`src/design/lcs_pkg.sv`:
```
`timescale 1ns / 1ps

package lcs_pkg;

   localparam int MAX_LEN = 64;
   localparam int ADDR_W  = $clog2(MAX_LEN);
   localparam int CNT_W   = $clog2(MAX_LEN + 1);
   localparam int SYM_W   = 8;
   localparam int FUNC_W  = 2;
   localparam int LEN_W   = 7;

   localparam logic [FUNC_W-1:0] FUNC_LOAD   = 2'd0;
   localparam logic [FUNC_W-1:0] FUNC_FEED   = 2'd1;
   localparam logic [FUNC_W-1:0] FUNC_FINISH = 2'd2;

   typedef enum logic [1:0] {
      ST_IDLE,
      ST_LOAD,
      ST_FEED,
      ST_FINISH
   } state_type;

endpackage

```
`src/design/lcs_length_engine.sv`:
```
`timescale 1ns / 1ps

// A load passes through ST_LOAD (skipped when the store is full), and a feed stays in ST_FEED
// for each stored first-sequence symbol (one score-row entry per cycle through one compare/max
// unit), a finish passes through ST_FINISH and rsp_strobe is high in the cycle after the transfer.
// A new transfer is accepted only while busy is low; results cannot be stalled by the receiver.
// Reset clears the fill count and overflow flag; the stores need no clearing pass.
module lcs_length_engine (
   input  logic                        clock,
   input  logic                        reset,
   input  logic                        start,
   output logic                        busy,
   input  logic [lcs_pkg::FUNC_W-1:0]  req_func,
   input  logic [lcs_pkg::SYM_W-1:0]   req_symbol,
   output logic                        rsp_strobe,
   output logic [lcs_pkg::LEN_W-1:0]   rsp_lcs_length,
   output logic                        rsp_overflowed
);
   import lcs_pkg::*;

   state_type state_ff, state_in;

   logic [CNT_W-1:0]  count_ff, count_in;
   logic              ovf_ff, ovf_in;
   logic [ADDR_W-1:0] idx_ff, idx_in;
   logic [SYM_W-1:0]  sym_ff, sym_in;
   logic [CNT_W-1:0]  diag_ff, diag_in;
   logic [CNT_W-1:0]  left_ff, left_in;

   logic [SYM_W-1:0]  sym_mem [MAX_LEN];
   logic [CNT_W-1:0]  score_mem [MAX_LEN];
   logic [SYM_W-1:0]  sym_rd_ff;
   logic [CNT_W-1:0]  score_rd_ff;

   logic              accept;
   logic [ADDR_W-1:0] rd_addr;
   logic              wr_en;
   logic [ADDR_W-1:0] wr_addr;
   logic [CNT_W-1:0]  wr_score;
   logic              sym_wr_en;
   logic [CNT_W-1:0]  cell_next;
   logic [CNT_W-1:0]  last_idx;
   logic              feed_last;

   assign accept    = start && (state_ff == ST_IDLE);
   assign last_idx  = count_ff - CNT_W'(1);
   assign feed_last = (CNT_W'(idx_ff) == last_idx);

   // shared compare / max unit
   always_comb begin
      if (sym_rd_ff == sym_ff) begin
         cell_next = diag_ff + CNT_W'(1);
      end else if (left_ff > score_rd_ff) begin
         cell_next = left_ff;
      end else begin
         cell_next = score_rd_ff;
      end
   end

   // next state
   always_comb begin
      state_in = state_ff;
      unique case (state_ff)
         ST_IDLE: begin
            if (start) begin
               if (req_func == FUNC_LOAD) begin
                  if (count_ff < CNT_W'(MAX_LEN)) begin
                     state_in = ST_LOAD;
                  end
               end else if (req_func == FUNC_FEED) begin
                  if (count_ff != '0) begin
                     state_in = ST_FEED;
                  end
               end else if (req_func == FUNC_FINISH) begin
                  state_in = ST_FINISH;
               end
            end
         end
         ST_LOAD:   state_in = ST_IDLE;
         ST_FEED: begin
            if (feed_last) begin
               state_in = ST_IDLE;
            end
         end
         ST_FINISH: state_in = ST_IDLE;
         default:   state_in = ST_IDLE;
      endcase
   end

   // outputs and datapath control
   always_comb begin
      busy           = 1'b1;
      rsp_strobe     = 1'b0;
      rsp_lcs_length = '0;
      rsp_overflowed = ovf_ff;
      rd_addr        = last_idx[ADDR_W-1:0];
      wr_en          = 1'b0;
      sym_wr_en      = 1'b0;
      wr_addr        = idx_ff;
      wr_score       = cell_next;
      count_in       = count_ff;
      ovf_in         = ovf_ff;
      idx_in         = idx_ff;
      sym_in         = sym_ff;
      diag_in        = diag_ff;
      left_in        = left_ff;
      unique case (state_ff)
         ST_IDLE: begin
            busy = 1'b0;
            if (req_func == FUNC_FEED) begin
               rd_addr = '0;
            end
            if (accept) begin
               sym_in  = req_symbol;
               idx_in  = '0;
               diag_in = '0;
               left_in = '0;
               if ((req_func == FUNC_LOAD) && (count_ff >= CNT_W'(MAX_LEN))) begin
                  ovf_in = 1'b1;
               end
            end
         end
         ST_LOAD: begin
            wr_en     = 1'b1;
            sym_wr_en = 1'b1;
            wr_addr   = count_ff[ADDR_W-1:0];
            wr_score  = (count_ff == '0) ? '0 : score_rd_ff;
            count_in  = count_ff + CNT_W'(1);
         end
         ST_FEED: begin
            wr_en   = 1'b1;
            rd_addr = idx_ff + ADDR_W'(1);
            diag_in = score_rd_ff;
            left_in = cell_next;
            idx_in  = idx_ff + ADDR_W'(1);
         end
         ST_FINISH: begin
            rsp_strobe = 1'b1;
            if (count_ff != '0) begin
               rsp_lcs_length = (score_rd_ff > CNT_W'((1 << LEN_W) - 1)) ?
                                '1 : LEN_W'(score_rd_ff);
            end
            count_in = '0;
            ovf_in   = 1'b0;
         end
         default: begin
            busy = 1'b1;
         end
      endcase
   end

   always_ff @(posedge clock) begin
      if (reset) begin
         state_ff <= ST_IDLE;
         count_ff <= '0;
         ovf_ff   <= 1'b0;
      end else begin
         state_ff <= state_in;
         count_ff <= count_in;
         ovf_ff   <= ovf_in;
      end
   end

   always_ff @(posedge clock) begin
      idx_ff  <= idx_in;
      sym_ff  <= sym_in;
      diag_ff <= diag_in;
      left_ff <= left_in;
   end

   always_ff @(posedge clock) begin
      if (wr_en) begin
         score_mem[wr_addr] <= wr_score;
      end
      score_rd_ff <= score_mem[rd_addr];
   end

   always_ff @(posedge clock) begin
      if (sym_wr_en) begin
         sym_mem[wr_addr] <= sym_ff;
      end
      sym_rd_ff <= sym_mem[rd_addr];
   end

   a_strobe_busy: assert property (@(posedge clock) disable iff (reset)
      rsp_strobe |-> busy)
      else $error("result strobe outside busy window");

   a_count_range: assert property (@(posedge clock) disable iff (reset)
      count_ff <= CNT_W'(MAX_LEN))
      else $error("fill count beyond capacity");

   a_finish_clears: assert property (@(posedge clock) disable iff (reset)
      rsp_strobe |=> (count_ff == '0) && !ovf_ff)
      else $error("store not cleared after finish");

   a_feed_index: assert property (@(posedge clock) disable iff (reset)
      (state_ff == ST_FEED) |-> (CNT_W'(idx_ff) < count_ff))
      else $error("feed index past fill count");

endmodule
```
`config.mk`:
```
export PLATFORM = sky130hd
export DESIGN_NAME = lcs_length_engine
export DESIGN_NICKNAME = d
export VERILOG_FILES = /design/src/design/lcs_pkg.sv /design/src/design/lcs_length_engine.sv
export SDC_FILE = /design/constraint.sdc
export NUM_CORES = 1
export LEC_CHECK = 0
export ABC_CLOCK_PERIOD_IN_PS = 16700
export BUFFER_PORTS_ARGS = -buffer_cell sky130_fd_sc_hd__buf_4
export CORE_MARGIN = 5
export CORE_UTILIZATION = 50
export CTS_BUF_LIST = sky130_fd_sc_hd__clkbuf_16
export CTS_CLUSTER_SIZE = 16
export DETAILED_ROUTE_END_ITERATION = 8
export PLACE_DENSITY = 0.7
export SLEW_MARGIN = 20
export SYNTH_ARGS = -nofsm -noshare
export SYNTH_HDL_FRONTEND = slang
export SYNTH_SLANG_ARGS = --single-unit
```
`constraint.sdc`:
```
create_clock -name clock -period 16.7 [get_ports clock]
set_input_delay 0.835 -clock clock [delete_from_list [all_inputs] [get_ports clock]]
set_output_delay 0.835 -clock clock [all_outputs]
set_load 0.01 [all_outputs]
```
Word level (Yosys, flattened, before mapping)
Memories as Yosys holds them, arrays and structs flattened. A register that Yosys moved wholly into a read port is not among the register bits.
Index checks and enable logic that the tools add are counted.
Storage, ports and cells
  flip-flop bits (word level): 38
  RAM bits: 960
  memories kept: 2
Cells by class
  $add $sub $neg: 4
  $lt $le $gt $ge: 4
  equal/unequal tests: 14
  mux-type cells: 35
  reductions and logical operators: 15
Memory list
  sym_mem: words 64, width 8, rd ports 1, clocked after memory_dff 1, write ports 1, RTL line lcs_length_engine.sv:30  | logic [SYM_W-1:0] sym_mem [MAX_LEN];
  score_mem: words 64, width 7, rd ports 1, clocked after memory_dff 1, write ports 1, RTL line lcs_length_engine.sv:31  | logic [CNT_W-1:0] score_mem [MAX_LEN];
Operators by type and width (count)
  $mux W7: 8
  $pmux W7 S2: 3
  $pmux W6 S2: 2
  $mux W6: 3
  $add A7 B1 Y7 const B: 2
  $mux W2: 7
  $mux W1: 10
  $eq A8 B8 Y1: 1
  $eq A6 B7 Y1: 1
  $ge A7 B7 Y1 const B: 1
  $gt A7 B7 Y1: 1
  $gt A7 B7 Y1 const B: 1
  $logic_not A7 Y1: 1
  $lt A7 B7 Y1 const B: 1
  $reduce_bool A7 Y1: 1
  $sub A7 B1 Y7 const B: 1
  $add A6 B1 Y6 const B: 1
  $eq A2 B2 Y1 const B: 3
  $ne A2 B2 Y1 const B: 3
  $pmux W2 S3: 1
  $reduce_bool A2 Y1: 3
  $reduce_and A5 Y1: 1
  $eq A2 B1 Y1 const B: 2
  $logic_not A2 Y1: 2
  other kinds (9): 12

Depth between registers and ports, before layout
  depth after elaboration: 6
  gate-level depth with buffers: 15
  mapped depth without buffers: 9

Least setup slack after synthesis
OpenSTA, ideal clock, no wires.
  path kind: register to register
  start point: register sym_ff[7]
  end point: memory score_mem[0][3] (netlist name), data pin
  setup time: 0.701 ns
  arrival: 4.637 ns
  slack: 11.362 ns
  stages on the path, launching flop included: 7
  buffers on the path: 1
  period minus slack after synthesis: 5.338 ns
  cells stage by stage: edfxtp_1 > xor2_1 > nor4_1 > nand2_1 > clkbuf_1 > mux2_2 > o21ai_0
On the way
  cells in the longest elaborated chain, start to end: 3
RTL lines
  from (decl): RTL line lcs_length_engine.sv:26  | logic [SYM_W-1:0] sym_ff, sym_in;
  from (signal assigned): RTL line lcs_length_engine.sv:166  | sym_ff <= sym_in;
  $eq A8 B8 Y1: RTL line lcs_length_engine.sv:51  | if (sym_rd_ff == sym_ff) begin
  $mux W7: RTL line lcs_length_engine.sv:51
  $mux W7: RTL line lcs_length_engine.sv:107  | unique case (state_ff)
  net wr_score[3]: RTL line lcs_length_engine.sv:39  | logic [CNT_W-1:0] wr_score;
  to (decl): RTL line lcs_length_engine.sv:31
The timed path passes the listed nets, and every way through them passes these cells.

Worst setup path after layout
  start point: register state_ff[0]
  end point: register sym_rd_ff[0], read port of sym_mem
On the way
  cells in the longest elaborated chain, start to end: 2
RTL lines
  from (decl): RTL line lcs_length_engine.sv:21  | state_type state_ff, state_in;
  from (signal assigned): RTL line lcs_length_engine.sv:158  | state_ff <= state_in;
  $eq A2 B2 Y1 / $logic_not A2 Y1 (equally long branches): RTL line lcs_length_engine.sv:107
  $pmux W6 S2 *: RTL line lcs_length_engine.sv:107
  to (decl): RTL line lcs_length_engine.sv:32  | logic [SYM_W-1:0] sym_rd_ff;
Mark *: on every way between the ends. The rest lies on a longest branch, timed or not.
A chain may end at the register's enable or synchronous reset.

==> impl_metrics.py <==
metrics = {
    "hold_path": {
        "hold_path_class": "input port to register",
        "hold_path_depth": 1,
    },
    "sta": {
        "period_share_pct": 31.1,
        "layout_min_cycle_time_ns": 5.20,
        "final_hold_viol_count": 0,
        "fmax_mhz": 192,
        "timing.final.ws_setup_ns": 11.50,
        "tns_ns": 0,
        "slew-limit-headroom_pct": 21.2,
        "hold_slack_ns": 0.357,
        "slew_viol_final": 0,
        "worstMarginPinSlew_ns": 1.17,
        "setup_violations": 0,
        "skew_ns": 0.0319,
        "rsz0062_at_grt": "false",
    },
    "clock_tree": {
        "cts.clk_slew.worst_paths_ns": 0.06,
        "ctsResizeCount": 0,
        "numCtsBuffers": 98,
        "cts_hold_buf": 0,
        "tritoncts": "built",
        "clk_latency_ns": 0.66,
        "cts_buffer_depth": 3,
        "clock-sinks": 1013,
        "cts_max_level": 3,
        "post_cts_buffers": 0,
        "cts_root_buffer": "clkbuf_16",
    },
    "global_routing": {
        "grtUsageTotal_pct": 22.4,
        "grt_pass1_vias": 23338,
        "grt.overflow.total": 0,
        "grt_max_degree": 147,
        "grt_pass1_wl_um": 152000,
        "antenna_found_initial": 5,
    },
    "placement": {
        "gp_congestion": 0.852,
        "post-place-ws_ns": 11.36,
        "place_hpwl_um": 59800,
        "port_buffers": 22,
    },
    "layout": {
        "regArea_um2": 30200,
        "drive_gt1_share_pct": 13.1,
        "layout_commonest_cell": "edfxtp_1",
        "fin_nets": 2709,
        "layout_common_cells": "edfxtp_1 (988), nand2_1 (442), nand3_1 (180)",
        "area_growth_pct": 11.4,
        "fin_util_pct": 56.0,
        "multiInputGateArea_um2": 10300,
        "nFillCells": 6251,
    },
    "floorplan": {
        "die_h_um": 297,
        "die_w_um": 297,
        "rows": 105,
        "io_pins": 23,
        "start_util_pct": 50.3,
        "core_um2": 81800,
        "die_area_um2": 88200,
    },
    "setup_path": {
        "cp-start-kind": "register",
        "path_max_fanout": 90,
        "worstPathCellList": "inv_1 > ha_1 > inv_1 > o22ai_4 > buf_4 > buf_4 > nor3_1 > a32o_1 > nor4_1 > or4_1",
        "arrival_ns": 5.79,
        "crit_slowest_cell": "nor4_1",
        "cp-end-kind": "register",
        "slowest_delay_ns": 0.95,
        "reg2reg_depth": 10,
        "worstPathRequired_ns": 17.29,
        "crit_type": "register to register",
    },
    "route": {
        "drtIter0Drc": 3087,
        "num_vias": 23735,
        "remaining_drc_errors": 0,
        "finalWirelength_um": 101000,
        "via_per_inst": 6.19,
        "wire_per_inst_um": 26.3,
        "drtPass1Iterations": 6,
        "antenna_left": 0,
    },
    "yosys": {
        "synthFlopType": "edfxtp_1",
        "syn_avg_cell_area_um2": 15.4,
        "ys_ff_latch": 1013,
        "yosys_warnings": 0,
        "synth_cell_types": 77,
        "synthesis.area_um2": 41200,
        "synth_fp_nets": 2702,
        "postSynthCellCount": 2669,
        "async_flop_share_pct": 0,
        "ys_seq_area_share_pct": 73.3,
        "synth_edf_count": 988,
    },
    "status": {
        "outcome": "finished clean",
    },
    "power": {
        "p_total_mw": 9.88,
        "ir_drop_v": 0.000232,
        "cellPowerDensity_nw_per_um2": 216,
        "p_leak_nw": 15.1,
    },
    "flow_run": {
        "cap_violations": 0,
    },
}
## power breakdown
group,internal [mW],switching (mW),total [mW],leakage [nW]
Clock,1.36,0.948,2.31,1.73
Sequential,3.41,0.0790,3.49,9.15
Combinational,1.27,2.81,4.08,4.19
## metrics by stage
stage                     instance area (um2)  instances
after detailed placement                42400       3646
after global placement                  42400       3643
final                                   45800       3832
after floorplan                         41200       2669
after CTS                               45800       3831
after global routing                    45800       3831
## cell families after synthesis
| group | after synthesis | share of synthesized area (%) |
|---|---|---|
| xor gates and xnor gates | 27 | 0.574 |
| AOI/OAI and AO/OA | 271 | 4.71 |
| buffers and inverters | 180 | 2.13 |
| and+or+nand+nor | 914 | 9.82 |
| DFF | 1013 | 73.3 |
| adders and majority gates | 20 | 0.608 |
| muxes | 244 | 8.87 |
## critical path, delay by kind of cell, from the launching register on
kind,cells,cell delay (ns)
and+or+nand+nor,3,1.55
DFF,1,0.35
buffers and inverters,4,2.14
AOI/OAI and AO/OA,2,0.65
adders and majority gates,1,0.43
## registers in the layout, indices dropped and copies added (netlist names)
signal          flops
count_ff            7
diag_ff             7
idx_ff              6
left_ff             7
rsp_overflowed      1
score_mem         448
score_rd_ff         7
state_ff            2
sym_ff              8
sym_mem           512
sym_rd_ff           8
## area by class of cell
class,count,share of cell area (%)
Clock buffer,101,5.51
Multi-Input combinational cell,1476,22.4
Antenna cell,1,0.00546
Tap cell,1070,2.92
Inverter,20,0.164
Clock inverter,84,1.89
Timing Repair Buffer,67,1.25
Sequential cell,1013,65.8
## final timing paths
| path | endpoint | startpoint | slack (ns) |
|---|---|---|---|
| worst max-delay path | sym_rd_ff[0] | state_ff[0] | 11.50 |
| worst min-delay path | sym_ff[0] | req_symbol[0] | 0.36 |
| worst max register to register | sym_rd_ff[0] | state_ff[0] | 11.50 |
| worst min register to register | rsp_overflowed | rsp_overflowed | 0.52 |
## layer usage
| layer | global-route usage (%) | wire length, um | up-vias | part of all wire [%] |
|---|---|---|---|---|
| met2 | 34.5 | 46200 | 1250 | 46 |
| met3 | 5.62 | 10700 | 232 | 11 |
| met4 | 7.26 | 3410 | 6 | 3.4 |
| li1 | - | - | 10274 | - |
| met1 | 32.0 | 40300 | 11973 | 40 |
| met5 | 0 | 36 | - | 0.036 |
## synth_stat cells (23+ instances only)
cell / count / share of area [%]
a31oi_1: 60 / 0.91
clkbuf_1: 56 / 0.51
nand2_1: 446 / 4.1
mux4_2: 95 / 5.2
buf_2: 55 / 0.67
edfxtp_1: 988 / 72
nor2_1: 165 / 1.5
nand3_1: 180 / 2.2
a21oi_1: 51 / 0.62
buf_4: 23 / 0.42
dfxtp_1: 25 / 1.2
mux2i_1: 136 / 3.3
Note: power is estimated with default switching activity, not from simulation.
